[src/rtl/core/dmr_pkg.sv]
`default_nettype none

package dmr_pkg;

    // Received packet limits
    localparam int MAX_PACKET_BYTES = 4096;
    localparam int POS_W            = $clog2(MAX_PACKET_BYTES + 1);
    localparam int HDR_BYTES        = 8;

    // Protocol constants
    localparam logic [7:0]  DOIP_VERSION = 8'h02;
    localparam logic [15:0] TYPE_RA_REQ  = 16'h0005;
    localparam logic [15:0] TYPE_RA_RES  = 16'h0006;
    localparam logic [15:0] TYPE_DIAG    = 16'h8001;
    localparam logic [7:0]  RA_SUCCESS   = 8'h10;
    localparam logic [15:0] GW_RESET     = 16'h0001;
    localparam logic [31:0] RA_RES_LEN   = 32'd9;
    localparam logic [31:0] RA_MIN_LEN   = 32'd7;
    localparam logic [31:0] DIAG_MIN_LEN = 32'd5;

    // Command queue between front and back
    localparam int QUEUE_DEPTH = 4;
    localparam int QPTR_W      = $clog2(QUEUE_DEPTH);
    localparam int QCNT_W      = $clog2(QUEUE_DEPTH + 1);

    // Command kinds
    localparam logic [1:0] CMD_RA   = 2'd0;   // routing activation response
    localparam logic [1:0] CMD_HDR  = 2'd1;   // echo header plus swapped addresses
    localparam logic [1:0] CMD_BYTE = 2'd2;   // one echoed payload byte

    // Response lengths in bytes
    localparam int RA_RES_BYTES  = 17;
    localparam int ECHO_HDR_BYTES = 12;
    localparam int IDX_W         = $clog2(RA_RES_BYTES);

    typedef struct packed {
        logic [7:0] rx_byte;
        logic       rx_last;
        logic       new_session;
    } t_rx_item;

    typedef struct packed {
        logic [7:0] tx_byte;
        logic       tx_last;
        logic       tx_truncated;
    } t_tx_item;

    // word_a: RA {tester, gateway}, HDR declared length
    // word_b: HDR address pair, BYTE {24'b0, byte}
    typedef struct packed {
        logic [1:0]  kind;
        logic [31:0] word_a;
        logic [31:0] word_b;
        logic        last;
        logic        trunc;
    } t_cmd;

endpackage

`default_nettype wire

[src/rtl/core/dmr_front.sv]
`default_nettype none

module dmr_front (
    input  wire                logic        i_clk,
    input  wire                logic        i_rst_n,
    input  wire                logic        i_rx_valid,
    input  wire dmr_pkg::t_rx_item          i_rx,
    output logic                            o_rx_stall,
    input  wire                logic [15:0] i_gateway,
    input  wire                logic        i_q_full,
    output logic                            o_push,
    output dmr_pkg::t_cmd                   o_cmd
);

    localparam logic [1:0] MODE_DROP = 2'd0;
    localparam logic [1:0] MODE_RA   = 2'd1;
    localparam logic [1:0] MODE_ECHO = 2'd2;

    localparam int PW = dmr_pkg::POS_W;
    localparam logic [PW-1:0] P_HDR_END  = PW'(dmr_pkg::HDR_BYTES - 1);
    localparam logic [PW-1:0] P_PAYLOAD  = PW'(dmr_pkg::HDR_BYTES);
    localparam logic [PW-1:0] P_ADDR_END = PW'(dmr_pkg::HDR_BYTES + 3);
    localparam logic [PW-1:0] P_MAX      = PW'(dmr_pkg::MAX_PACKET_BYTES);
    localparam logic [PW-1:0] P_CAP      = PW'(dmr_pkg::MAX_PACKET_BYTES - 1);

    logic [PW-1:0] r_pos,    n_pos;
    logic [1:0]    r_mode,   n_mode;
    logic          r_active, n_active;
    logic [55:0]   r_hdr,    n_hdr;
    logic [31:0]   r_len,    n_len;
    logic [31:0]   r_addr,   n_addr;

    logic          accept;
    logic [PW-1:0] pos_e;
    logic [1:0]    mode_e;
    logic [31:0]   len_now;
    logic [31:0]   addr_now;
    logic [31:0]   pay_count;
    logic          at_end;
    logic          at_cap;
    logic          close;

    assign o_rx_stall = i_q_full || !i_rst_n;
    assign accept     = i_rx_valid && !o_rx_stall;

    // A new session restarts the packet and drops activation
    assign pos_e  = i_rx.new_session ? '0 : r_pos;
    assign mode_e = i_rx.new_session ? MODE_DROP : r_mode;

    assign len_now   = {r_hdr[23:0], i_rx.rx_byte};
    assign addr_now  = {r_addr[23:0], i_rx.rx_byte};
    assign pay_count = 32'(pos_e) - 32'(P_HDR_END);
    assign at_end    = pay_count == r_len;
    assign at_cap    = pos_e == P_CAP;
    assign close     = at_end || i_rx.rx_last || at_cap;

    // Byte classification
    always_comb begin
        n_pos    = r_pos;
        n_mode   = r_mode;
        n_active = r_active;
        n_hdr    = r_hdr;
        n_len    = r_len;
        n_addr   = r_addr;
        o_push   = 1'b0;
        o_cmd    = '0;
        if (accept) begin
            n_pos    = pos_e;
            n_mode   = mode_e;
            n_active = i_rx.new_session ? 1'b0 : r_active;
            if (pos_e < P_MAX) begin
                if (pos_e < P_HDR_END) begin
                    n_hdr = {r_hdr[47:0], i_rx.rx_byte};
                end else if (pos_e == P_HDR_END) begin
                    n_len  = len_now;
                    n_mode = MODE_DROP;
                    if (r_hdr[55:48] == dmr_pkg::DOIP_VERSION) begin
                        if (r_hdr[39:24] == dmr_pkg::TYPE_RA_REQ
                            && len_now >= dmr_pkg::RA_MIN_LEN) begin
                            n_mode = MODE_RA;
                        end else if (r_hdr[39:24] == dmr_pkg::TYPE_DIAG && n_active
                                     && len_now >= dmr_pkg::DIAG_MIN_LEN) begin
                            n_mode = MODE_ECHO;
                        end
                    end
                end else begin
                    unique case (mode_e)
                        MODE_RA: begin
                            if (pos_e == P_PAYLOAD) begin
                                n_addr = {24'd0, i_rx.rx_byte};
                            end else begin
                                o_push       = 1'b1;
                                o_cmd.kind   = dmr_pkg::CMD_RA;
                                o_cmd.word_a = {r_addr[7:0], i_rx.rx_byte, i_gateway};
                                n_active     = 1'b1;
                                n_mode       = MODE_DROP;
                            end
                        end
                        MODE_ECHO: begin
                            if (pos_e < P_ADDR_END) begin
                                n_addr = addr_now;
                            end else if (pos_e == P_ADDR_END) begin
                                n_addr       = addr_now;
                                o_push       = 1'b1;
                                o_cmd.kind   = dmr_pkg::CMD_HDR;
                                o_cmd.word_a = r_len;
                                o_cmd.word_b = addr_now;
                                o_cmd.last   = i_rx.rx_last;
                                o_cmd.trunc  = i_rx.rx_last;
                                if (i_rx.rx_last) begin
                                    n_mode = MODE_DROP;
                                end
                            end else begin
                                o_push       = 1'b1;
                                o_cmd.kind   = dmr_pkg::CMD_BYTE;
                                o_cmd.word_b = {24'd0, i_rx.rx_byte};
                                o_cmd.last   = close;
                                o_cmd.trunc  = close && !at_end;
                                if (close) begin
                                    n_mode = MODE_DROP;
                                end
                            end
                        end
                        default: begin
                        end
                    endcase
                end
            end
            // Packet bookkeeping
            if (i_rx.rx_last) begin
                n_pos  = '0;
                n_mode = MODE_DROP;
            end else if (pos_e < P_MAX) begin
                n_pos = pos_e + PW'(1);
            end
        end
    end

    always_ff @(posedge i_clk) begin
        if (!i_rst_n) begin
            r_pos    <= '0;
            r_mode   <= MODE_DROP;
            r_active <= 1'b0;
        end else begin
            r_pos    <= n_pos;
            r_mode   <= n_mode;
            r_active <= n_active;
        end
    end

    always_ff @(posedge i_clk) begin
        r_hdr  <= n_hdr;
        r_len  <= n_len;
        r_addr <= n_addr;
    end

    // Activation only comes with a routing response
    a_active_from_ra: assert property (@(posedge i_clk) disable iff (!i_rst_n)
        $rose(r_active) |-> $past(o_push && o_cmd.kind == dmr_pkg::CMD_RA))
        else $error("activation set without routing response");

endmodule

`default_nettype wire

[src/rtl/core/dmr_queue.sv]
`default_nettype none

module dmr_queue (
    input  wire           logic i_clk,
    input  wire           logic i_rst_n,
    input  wire           logic i_push,
    input  wire dmr_pkg::t_cmd  i_cmd,
    output logic                o_full,
    input  wire           logic i_pop,
    output logic                o_valid,
    output dmr_pkg::t_cmd       o_cmd
);

    localparam int PW = dmr_pkg::QPTR_W;
    localparam int CW = dmr_pkg::QCNT_W;
    localparam logic [CW-1:0] DEPTH = CW'(dmr_pkg::QUEUE_DEPTH);

    dmr_pkg::t_cmd r_mem [dmr_pkg::QUEUE_DEPTH];
    logic [PW-1:0] r_wr_ptr;
    logic [PW-1:0] r_rd_ptr;
    logic [CW-1:0] r_count;
    logic          do_push;
    logic          do_pop;

    assign o_full  = r_count == DEPTH;
    assign o_valid = r_count != '0;
    assign o_cmd   = r_mem[r_rd_ptr];
    assign do_push = i_push && !o_full;
    assign do_pop  = i_pop && o_valid;

    // Pointers and fill count
    always_ff @(posedge i_clk) begin
        if (!i_rst_n) begin
            r_wr_ptr <= '0;
            r_rd_ptr <= '0;
            r_count  <= '0;
        end else begin
            if (do_push) begin
                r_wr_ptr <= r_wr_ptr + PW'(1);
            end
            if (do_pop) begin
                r_rd_ptr <= r_rd_ptr + PW'(1);
            end
            r_count <= r_count + CW'(do_push) - CW'(do_pop);
        end
    end

    // Entry storage
    always_ff @(posedge i_clk) begin
        if (do_push) begin
            r_mem[r_wr_ptr] <= i_cmd;
        end
    end

    a_count_bound: assert property (@(posedge i_clk) disable iff (!i_rst_n)
        r_count <= DEPTH)
        else $error("queue count beyond depth");

    a_no_lost_push: assert property (@(posedge i_clk) disable iff (!i_rst_n)
        i_push |-> !o_full)
        else $error("command pushed into full queue");

    a_pop_nonempty: assert property (@(posedge i_clk) disable iff (!i_rst_n)
        i_pop |-> o_valid)
        else $error("pop from empty queue");

endmodule

`default_nettype wire

[src/rtl/core/dmr_back.sv]
`default_nettype none

module dmr_back (
    input  wire              logic i_clk,
    input  wire              logic i_rst_n,
    input  wire              logic i_q_valid,
    input  wire dmr_pkg::t_cmd     i_cmd,
    output logic                   o_pop,
    output logic                   o_tx_valid,
    output dmr_pkg::t_tx_item      o_tx,
    input  wire              logic i_tx_stall
);

    localparam int IW = dmr_pkg::IDX_W;
    localparam logic [IW-1:0] RA_LAST   = IW'(dmr_pkg::RA_RES_BYTES - 1);
    localparam logic [IW-1:0] HDR_LAST  = IW'(dmr_pkg::ECHO_HDR_BYTES - 1);
    localparam logic [IW-1:0] HDR_END   = IW'(dmr_pkg::HDR_BYTES);

    logic [IW-1:0]     r_idx;
    logic              r_out_valid;
    dmr_pkg::t_tx_item r_out;
    dmr_pkg::t_tx_item item;
    logic              final_byte;
    logic              load;

    // Header byte of a response
    function automatic logic [7:0] hdr_byte(input logic [15:0] ptype,
                                            input logic [31:0] plen,
                                            input logic [2:0]  sel);
        logic [7:0] b;
        unique case (sel)
            3'd0:    b = dmr_pkg::DOIP_VERSION;
            3'd1:    b = ~dmr_pkg::DOIP_VERSION;
            3'd2:    b = ptype[15:8];
            3'd3:    b = ptype[7:0];
            3'd4:    b = plen[31:24];
            3'd5:    b = plen[23:16];
            3'd6:    b = plen[15:8];
            default: b = plen[7:0];
        endcase
        return b;
    endfunction

    // Byte selection for the current command
    always_comb begin
        item       = '0;
        final_byte = 1'b1;
        unique case (i_cmd.kind)
            dmr_pkg::CMD_RA: begin
                final_byte = r_idx == RA_LAST;
                if (r_idx < HDR_END) begin
                    item.tx_byte = hdr_byte(dmr_pkg::TYPE_RA_RES, dmr_pkg::RA_RES_LEN,
                                            r_idx[2:0]);
                end else begin
                    unique case (r_idx)
                        IW'(8):  item.tx_byte = i_cmd.word_a[31:24];
                        IW'(9):  item.tx_byte = i_cmd.word_a[23:16];
                        IW'(10): item.tx_byte = i_cmd.word_a[15:8];
                        IW'(11): item.tx_byte = i_cmd.word_a[7:0];
                        IW'(12): item.tx_byte = dmr_pkg::RA_SUCCESS;
                        default: item.tx_byte = 8'd0;
                    endcase
                end
                item.tx_last = final_byte;
            end
            dmr_pkg::CMD_HDR: begin
                final_byte = r_idx == HDR_LAST;
                if (r_idx < HDR_END) begin
                    item.tx_byte = hdr_byte(dmr_pkg::TYPE_DIAG, i_cmd.word_a, r_idx[2:0]);
                end else begin
                    unique case (r_idx[1:0])
                        2'd0:    item.tx_byte = i_cmd.word_b[15:8];
                        2'd1:    item.tx_byte = i_cmd.word_b[7:0];
                        2'd2:    item.tx_byte = i_cmd.word_b[31:24];
                        default: item.tx_byte = i_cmd.word_b[23:16];
                    endcase
                end
                item.tx_last      = final_byte && i_cmd.last;
                item.tx_truncated = final_byte && i_cmd.trunc;
            end
            default: begin
                item.tx_byte      = i_cmd.word_b[7:0];
                item.tx_last      = i_cmd.last;
                item.tx_truncated = i_cmd.trunc;
            end
        endcase
    end

    assign load       = i_q_valid && (!r_out_valid || !i_tx_stall);
    assign o_pop      = load && final_byte;
    assign o_tx_valid = r_out_valid;
    assign o_tx       = r_out;

    // Output register and byte counter
    always_ff @(posedge i_clk) begin
        if (!i_rst_n) begin
            r_out_valid <= 1'b0;
            r_idx       <= '0;
        end else begin
            if (!r_out_valid || !i_tx_stall) begin
                r_out_valid <= i_q_valid;
            end
            if (load) begin
                r_idx <= final_byte ? '0 : r_idx + IW'(1);
            end
        end
    end

    always_ff @(posedge i_clk) begin
        if (load) begin
            r_out <= item;
        end
    end

    a_trunc_on_last: assert property (@(posedge i_clk) disable iff (!i_rst_n)
        (o_tx_valid && o_tx.tx_truncated) |-> o_tx.tx_last)
        else $error("truncated flag without last");

endmodule

`default_nettype wire

[src/rtl/core/doip_message_responder_top.sv]
// DoIP message responder. Received packet bytes come in on the rx channel at up to one per
// cycle; the front classifies each byte in the cycle it is taken and queues at most one
// response command for it. The back expands queued commands into response bytes at one
// per cycle unless tx stalls, through a registered output: a routing activation response
// is 17 bytes, an echo header with swapped addresses is 12 bytes, each further echoed byte
// is one. The first response byte passes through the command queue and the output register.
// The rx channel stalls only in reset or while the four-entry queue is full, when responses
// back up behind a slow or stalled tx side. gateway_address may be written only while idle.
`default_nettype none

module doip_message_responder_top (
    input  wire                  logic        i_clk,
    input  wire                  logic        i_rst_n,
    input  wire                  logic        i_rx_valid,
    input  wire dmr_pkg::t_rx_item            i_rx,
    output logic                              o_rx_stall,
    output logic                              o_tx_valid,
    output dmr_pkg::t_tx_item                 o_tx,
    input  wire                  logic        i_tx_stall,
    input  wire                  logic        i_cfg_wr_en,
    input  wire                  logic [15:0] i_cfg_wr_data
);

    logic [15:0]   r_gateway;
    logic          push;
    logic          pop;
    logic          q_full;
    logic          q_valid;
    dmr_pkg::t_cmd push_cmd;
    dmr_pkg::t_cmd head_cmd;

    // Gateway address register
    always_ff @(posedge i_clk) begin
        if (!i_rst_n) begin
            r_gateway <= dmr_pkg::GW_RESET;
        end else if (i_cfg_wr_en) begin
            r_gateway <= i_cfg_wr_data;
        end
    end

    dmr_front u_front (
        .i_clk      (i_clk),
        .i_rst_n    (i_rst_n),
        .i_rx_valid (i_rx_valid),
        .i_rx       (i_rx),
        .o_rx_stall (o_rx_stall),
        .i_gateway  (r_gateway),
        .i_q_full   (q_full),
        .o_push     (push),
        .o_cmd      (push_cmd)
    );

    dmr_queue u_queue (
        .i_clk   (i_clk),
        .i_rst_n (i_rst_n),
        .i_push  (push),
        .i_cmd   (push_cmd),
        .o_full  (q_full),
        .i_pop   (pop),
        .o_valid (q_valid),
        .o_cmd   (head_cmd)
    );

    dmr_back u_back (
        .i_clk      (i_clk),
        .i_rst_n    (i_rst_n),
        .i_q_valid  (q_valid),
        .i_cmd      (head_cmd),
        .o_pop      (pop),
        .o_tx_valid (o_tx_valid),
        .o_tx       (o_tx),
        .i_tx_stall (i_tx_stall)
    );

endmodule

`default_nettype wire

[config.mk]
export PLATFORM = sky130hd
export DESIGN_NAME = doip_message_responder_top
export DESIGN_NICKNAME = d
export VERILOG_FILES = /design/src/rtl/core/dmr_pkg.sv /design/src/rtl/core/dmr_front.sv /design/src/rtl/core/dmr_queue.sv /design/src/rtl/core/dmr_back.sv /design/src/rtl/core/doip_message_responder_top.sv
export SDC_FILE = /design/constraint.sdc
export NUM_CORES = 1
export LEC_CHECK = 0
export BUFFER_PORTS_ARGS = -buffer_cell sky130_fd_sc_hd__buf_2
export CAP_MARGIN = 5
export CORE_MARGIN = 2
export CORE_UTILIZATION = 52
export CTS_BUF_LIST = sky130_fd_sc_hd__clkbuf_4 sky130_fd_sc_hd__clkbuf_8
export CTS_CLUSTER_SIZE = 14
export DETAILED_ROUTE_END_ITERATION = 8
export GPL_TIMING_DRIVEN = 0
export PLACE_DENSITY = 0.68
export SLEW_MARGIN = 20
export SYNTH_ARGS = -nofsm -noshare
export SYNTH_HDL_FRONTEND = slang
export SYNTH_HIERARCHICAL = 1
export SYNTH_SLANG_ARGS = --single-unit
[constraint.sdc]
create_clock -name i_clk -period 7 [get_ports i_clk]
set_input_delay 0.7 -clock i_clk [delete_from_list [all_inputs] [get_ports i_clk]]
set_output_delay 0.7 -clock i_clk [all_outputs]
set_load 0.02 [all_outputs]
### Yosys cells after proc, flatten, opt, wreduce, memory -nomap -nowiden

Memory sizes are Yosys's and may differ from the RTL's. A register that Yosys moved wholly into a read port is not among the register bits.
Cells that the tools add are included.

* flip-flop bits (word level): 167
* latch bits: 0
* memory bits (writable): 272
* memory bits (read-only): 0
* logic and storage cells: 147
* memories: 1

Memories
* u_queue.r_mem: depth 4, width 68, read ports 1, clocked after memory_dff 1, write ports 1, RTL line dmr_queue.sv:18 `dmr_pkg::t_cmd r_mem [dmr_pkg::QUEUE_DEPTH];`

* add/subtract/negate cells: 7
* $mul: 0
* div/mod/pow operators: 0
* magnitude comparators: 6
* eq/ne operators: 28
* shift-type cells: 0
* muxes and demuxes: 58
* bitwise gates (word level): 2
* reductions and logical operators: 30

Operator list (number)
* 2-to-1 mux 68 bit: 5
* 2-to-1 mux 24 bit: 3
* 2-to-1 mux 34 bit: 2
* case mux 34 bit (2 select lines): 1
* greater-or-equal comparator 32 x 3 -> 1 bit, second input constant: 2
* 2-to-1 mux 32 bit: 2
* case mux 8 bit (7 select lines): 1
* case mux 24 bit (2 select lines): 1
* case mux 8 bit (5 select lines): 1
* 2-to-1 mux 13 bit: 3
* equality test 32 bit: 1
* case mux 8 bit (4 select lines): 1
* 2-to-1 mux 2 bit: 15
* equality test 13 x 4 -> 1 bit, second input constant: 2
* equality test 5 x 4 -> 1 bit, second input constant: 5
* case mux 8 bit (3 select lines): 1
* case mux 9 bit (2 select lines): 1
* equality test 16 bit, second input constant: 1
* equality test 16 x 3 -> 1 bit, second input constant: 1
* 2-to-1 mux 8 bit: 2
* 2-to-1 mux 1 bit: 14
* subtractor 13 x 3 -> 14 bit, second input constant: 1
* adder 13 x 1 -> 13 bit, second input constant: 1
* equality test 13 x 12 -> 1 bit, second input constant: 1
* 33 further kinds: 63

### Logic depth before layout (Yosys ltp)

* depth in word-level cells: 13
* gate-level depth with buffers: 24

### Modules after synthesis

The synthesis kept the hierarchy.

By module, submodules not included
* dmr_queue: times used 1, cells each 405, area each 10311.1 µm²
* dmr_front: times used 1, cells each 534, area each 6100.9 µm²
* dmr_back: times used 1, cells each 184, area each 1559.0 µm²
* doip_message_responder_top: times used 1, cells each 51, area each 613.1 µm²

### Worst setup path after synthesis

Ideal clock, no wire load.

* path kind: input to register
* from: input i_rx[0] (netlist bit)
* to: memory u_queue/r_mem[0][0] (netlist bit), enable pin
* library setup time: 0.433 ns
* arrival: 5.134 ns
* data required time: 6.567 ns
* slack: 1.433 ns
* stages: 17
* path through: clkbuf_1 -> clkbuf_1 -> clkbuf_1 -> clkbuf_1 -> nand2b_1 -> inv_1 -> ha_1 -> buf_2 -> nor2b_1 -> nand4b_1 -> nor3b_1 -> nand2b_1 -> clkbuf_1 -> a21oi_1 -> nor2b_1 -> clkbuf_1 -> and2_1

* word-level cells in the longest chain between the ends: 11
* elaborated cells between the ends (all ways): 19

RTL lines
* start, declared: RTL line doip_message_responder_top.sv:15 `input wire dmr_pkg::t_rx_item i_rx,`
* 2-to-1 mux 13 bit: RTL line dmr_front.sv:47 `assign pos_e = i_rx.new_session ? '0 : r_pos;`
* less-than comparator 13 x 4 -> 1 bit or equality test 13 x 4 -> 1 bit (tied branches): RTL line dmr_front.sv:100, dmr_front.sv:89
* 2-to-1 mux 1 bit, on equally long branches: RTL line dmr_front.sv:100, dmr_front.sv:89
* case mux 1 bit (2 select lines): RTL line dmr_front.sv:87 `unique case (mode_e)`
* 2-to-1 mux 1 bit: RTL line dmr_front.sv:74 `end else if (pos_e == P_HDR_END) begin`
* 2-to-1 mux 1 bit: RTL line dmr_front.sv:72 `if (pos_e < P_HDR_END) begin`
* 2-to-1 mux 1 bit *: RTL line dmr_front.sv:71 `if (pos_e < P_MAX) begin`
* 2-to-1 mux 1 bit *: RTL line dmr_front.sv:67 `if (accept) begin`
* named net push: RTL line doip_message_responder_top.sv:25 `logic push;`
* logical AND 1 bit *: RTL line dmr_queue.sv:28 `assign do_push = i_push && !o_full;`
* 2-to-1 mux 1 bit *: RTL line dmr_queue.sv:50 `if (do_push) begin`
* 2-to-1 mux 1 bit (implied by the code) *: RTL line dmr_queue.sv:51 `r_mem[r_wr_ptr] <= i_cmd;`
* end, declared: RTL line dmr_queue.sv:18

The timed path passes the listed nets; every way through them passes the cells marked *.

### Worst setup path after layout

* from: input i_rx[0] (netlist bit)
* to: register u_queue.r_count[2]

* word-level cells in the longest chain between the ends: 11
* elaborated cells between the ends (all ways): 19

RTL lines
* 2-to-1 mux 13 bit: RTL line dmr_front.sv:47
* less-than comparator 13 x 4 -> 1 bit or equality test 13 x 4 -> 1 bit (tied branches): RTL line dmr_front.sv:100, dmr_front.sv:89
* 2-to-1 mux 1 bit, on equally long branches: RTL line dmr_front.sv:100, dmr_front.sv:89
* case mux 1 bit (2 select lines): RTL line dmr_front.sv:87
* 2-to-1 mux 1 bit: RTL line dmr_front.sv:74
* 2-to-1 mux 1 bit: RTL line dmr_front.sv:72
* 2-to-1 mux 1 bit *: RTL line dmr_front.sv:71
* 2-to-1 mux 1 bit *: RTL line dmr_front.sv:67
* named net push: RTL line doip_message_responder_top.sv:25
* logical AND 1 bit *: RTL line dmr_queue.sv:28
* adder 3 x 1 -> 3 bit *: RTL line dmr_queue.sv:44 `r_count <= r_count + CW'(do_push) - CW'(do_pop);`
* subtractor 3 x 1 -> 3 bit *: RTL line dmr_queue.sv:44
* end signal, assigned: RTL line dmr_queue.sv:44
* end, declared: RTL line dmr_queue.sv:21 `logic [CW-1:0] r_count;`

Marks and branches as above.
A chain may end at the register's enable or synchronous reset.

==> metrics.md <==
| Metric | Value |
|---|---|
| Status | `completed` |
| Number of CTS-inserted buffers | `73` |
| Ranking of synthesized cells by area | `edfxtp_1, mux4_2, dfxtp_1, and2_1, a22oi_1` |
| Clock Skews | `0.0302 ns` |
| Die Wd | `193 µm` |
| Worst slew pin tran | `1.09 ns` |
| Area leader, netlist | `edfxtp_1` |
| Internal Pwr Total | `4040 µW` |
| CTS tree | `done` |
| Synth Area in Simple Gates | `9.82%` |
| DRT iter0 DRCs | `1006` |
| Hold WC Path Type | `input port to flop` |
| Vias after detailed routing | `10800` |
| P&R area growth vs syn | `12.5%` |
| Syn_area_per_cell | `15.8 µm²` |
| Worst VDD drop | `0.195 mV` |
| Die area | `0.0373 mm²` |
| Starting Density | `52.5%` |
| Maxcap violations | `0` |
| Period utilisation layout | `85.0%` |
| Leakage | `0.00606 µW` |
| FF+latch count, synth | `441` |
| Worst Path Arrival | `6.43 ns` |
| Predominant post-synthesis flop cell | `edfxtp_1` |
| Synth Area in Compound Gates | `6.87%` |
| CP required | `7.49 ns` |
| Core area | `0.0354 mm²` |
| Post-synth EDFFs | `394` |
| CP startpoint kind | `input port` |
| Nets@finish | `1345` |
| Worst relative slew slack | `27.0%` |
| Fmax | `168 MHz` |
| Post-DRT Antenna Nets | `0` |
| Syn. warnings | `6` |
| Setup TNS | `0 ns` |
| Total nets after synthesis | `1222` |
| Max clock buf depth | `3` |
| Post_cts resized | `0` |
| Crit path capture type | `flop` |
| Placed Area | `0.0195 mm²` |
| Mapped Area | `0.0186 mm²` |
| Reg clk slew, reported paths | `0.06 ns` |
| Sw Pwr | `1060 µW` |
| Final WL | `42.0 mm` |
| Postcts setup bufs | `0` |
| PD cells | `244 mW/mm²` |
| Final hold violations | `0` |
| Diode count | `0` |
| Num Clock Sinks | `441` |
| Share of layout cells above drive strength 1 | `21.7%` |
| Vias in the first global route | `10500` |
| Slew Viols, Final | `0` |
| Final setup violation count | `0` |
| Area of the multi-input gates | `0.00532 mm²` |
| DRC Markers | `0` |
| Vias/cell | `5.94` |
| Dpl hpwl | `28.3 mm` |
| Finished Core Util | `59.1%` |
| Cells after Synth | `1174` |
| Commonest non-fill, non-tap cells in the layout | `edfxtp_1, clkbuf_8, nor2_1, mux4_2, buf_2` |
| Gr usage total | `23.0%` |
| Routability congestion estimate | `0.901` |
| IO Port Bufs | `39` |
| Pin count of the biggest net entering global routing | `57` |
| Post-Synth Adder-Cell Area | `1.18%` |
| Die H | `193 µm` |
| Tmin final | `5.95 ns` |
| Sw Ratio | `20.7%` |
| First-pass GRT wire length | `62.9 mm` |
| Fillers | `2692` |
| Clk root buf | `clkbuf_8` |
| Drt pass-1 iters | `6` |
| Finished Cell Area | `0.0209 mm²` |
| RSZ-0062 raised after global routing | `false` |
| Yosys cell types | `79` |
| Sequential share of power | `56.3%` |
| Clock share of power | `42.5%` |
| Worst-Skew Late Latency | `0.62 ns` |
| Final Power | `5100 µW` |
| Kind of critical path | `input port to flop` |
| Comb pwr share | `1.2%` |
| Register area | `0.0128 mm²` |
| Site row count | `69` |
| Xor and xnor area share after synthesis | `1.04%` |
| Worst Path Max Fanout | `10` |
| Initial antenna violation count | `3` |
| Hold-fix buffers, CTS | `0` |
| Seq/Total Area, Yosys | `68.7%` |
| Commonest non-fill, non-tap cell in the layout | `edfxtp_1` |
| Routed wire per std cell | `23.2 µm` |
| Synth top area share | `63.7%` |
| Htree depth | `3` |
| Ports | `43` |
| Ys async rst share | `0%` |
| Mux contribution to synthesized area | `9.59%` |
| GRT overflow | `0` |
| Largest family of logic cells by synthesized area | `simple AND/OR/NAND/NOR gates` |
-- metal layers --
layer  up-vias  track usage [%]  share of wire, %
met1      5441             32.9                43
met3        71             4.33               7.1
li1       4869                -                 -
met4         0             7.84               2.4
met5         -                0                 0
met2       395             35.9                47
-- path summary, 6_finish.rpt --
path | cells past startpoint | from | slack (ns) | end
min | 3 | i_cfg_wr_data[0] | 0.31 | r_gateway[0]$_SDFFE_PN1P_
min reg2reg | 0 | u_front/r_hdr[46]$_DFFE_PP_ | 0.42 | u_front/r_hdr[54]$_DFFE_PP_
max reg2reg | 20 | u_front/r_pos[0]$_SDFFE_PN0P_ | 2.28 | u_queue/r_count[2]$_SDFF_PN0_
max | 24 | i_rx[0] | 1.05 | u_queue/r_count[2]$_SDFF_PN0_
-- registers in the layout, indices dropped and copies added, names as in the netlist, named ones only --
signal             flops
r_gateway             16
u_back/o_tx           10
u_back/o_tx_valid      1
u_back/r_idx           5
u_front/r_active       1
u_front/r_addr        24
u_front/r_hdr         56
u_front/r_len         32
u_front/r_mode         2
u_front/r_pos         13
u_queue/r_count        3
u_queue/r_mem        272
u_queue/r_rd_ptr       2
u_queue/r_wr_ptr       2
-- worst max-delay path, cell delays in order --
cell and delay (ns):
clkbuf_1 0.34, clkbuf_1 0.39, clkbuf_1 0.47, clkbuf_1 0.43
nand2b_1 0.19, inv_1 0.05, ha_1 0.18, buf_2 0.18
nor2b_1 0.18, nand4b_1 0.21, nor3b_1 0.47, nand2b_1 0.16
clkbuf_1 0.23, a21oi_1 0.35, nor2b_1 0.18, clkbuf_1 0.30
inv_1 0.08, ha_1 0.28, inv_1 0.04, ha_1 0.20
fa_1 0.41, xnor2_1 0.15, xnor2_1 0.12, and2_1 0.14
-- cells in the mapped netlist, types with 4 or more instances --
cell type and count:
a22oi_1 49, buf_2 21, a31oi_1 7, and2_1 59, a21oi_1 24, mux2i_1 24, nand3b_1 6, nand3_1 15
mux4_2 68, o211ai_1 7, o221ai_1 6, clkbuf_1 35, a222oi_1 7, buf_4 4, nor3_1 18, inv_1 28
or3_1 5, dfxtp_1 47, edfxtp_1 394, nand2b_1 12, nor2b_1 44, nor4_1 16, xnor2_1 19, nand2_1 44
buf_6 5, nor2_1 71, a21o_1 5, buf_12 4, ha_1 16, nor3b_1 4, o2111ai_1 4, nand4_1 17
o21ai_0 21
-- power groups by stage --
stage                     sequential, µW  combinational, µW  clock, µW
after floorplan                     2920               35.3          0
after global placement              2920               61.5          0
after detailed placement            2920               62.4          0
after CTS                           2870               62.6       2220
after global routing                2870               68.5       2330
final                               2870               62.3       2170
-- kinds of logic after synthesis --
logic type,count (synthesis)
flops,441
simple gates,333
compound gates,169
buf+inv,99
mux,93
xor+xnor,22
fa+ha+maj,17
-- metrics by stage --
| stage | setup slack [ns] | std cells | hold WS (ns) |
|---|---|---|---|
| 2_1_floorplan | 1.43 | 1174 | 0.400 |
| 3_3_place_gp | -1.40 | 1674 | 0.403 |
| 3_5_place_dp | 0.555 | 1683 | 0.408 |
| 4_1_cts | 1.16 | 1813 | 0.276 |
| 5_1_grt | 0.528 | 1813 | 0.293 |
| 6_report | 1.05 | 1813 | 0.305 |
-- area by class of cell --
class,instances,share of cell area [%]
multi-input combinational,634,25.5
clock inverter,26,0.676
sequential,441,61.1
tap,461,2.76
timing repair buffer,48,1.55
inverter,29,0.521
buffer,70,1.94
clock buffer,104,6.01
No activity file was read; power rests on OpenSTA's default activity.
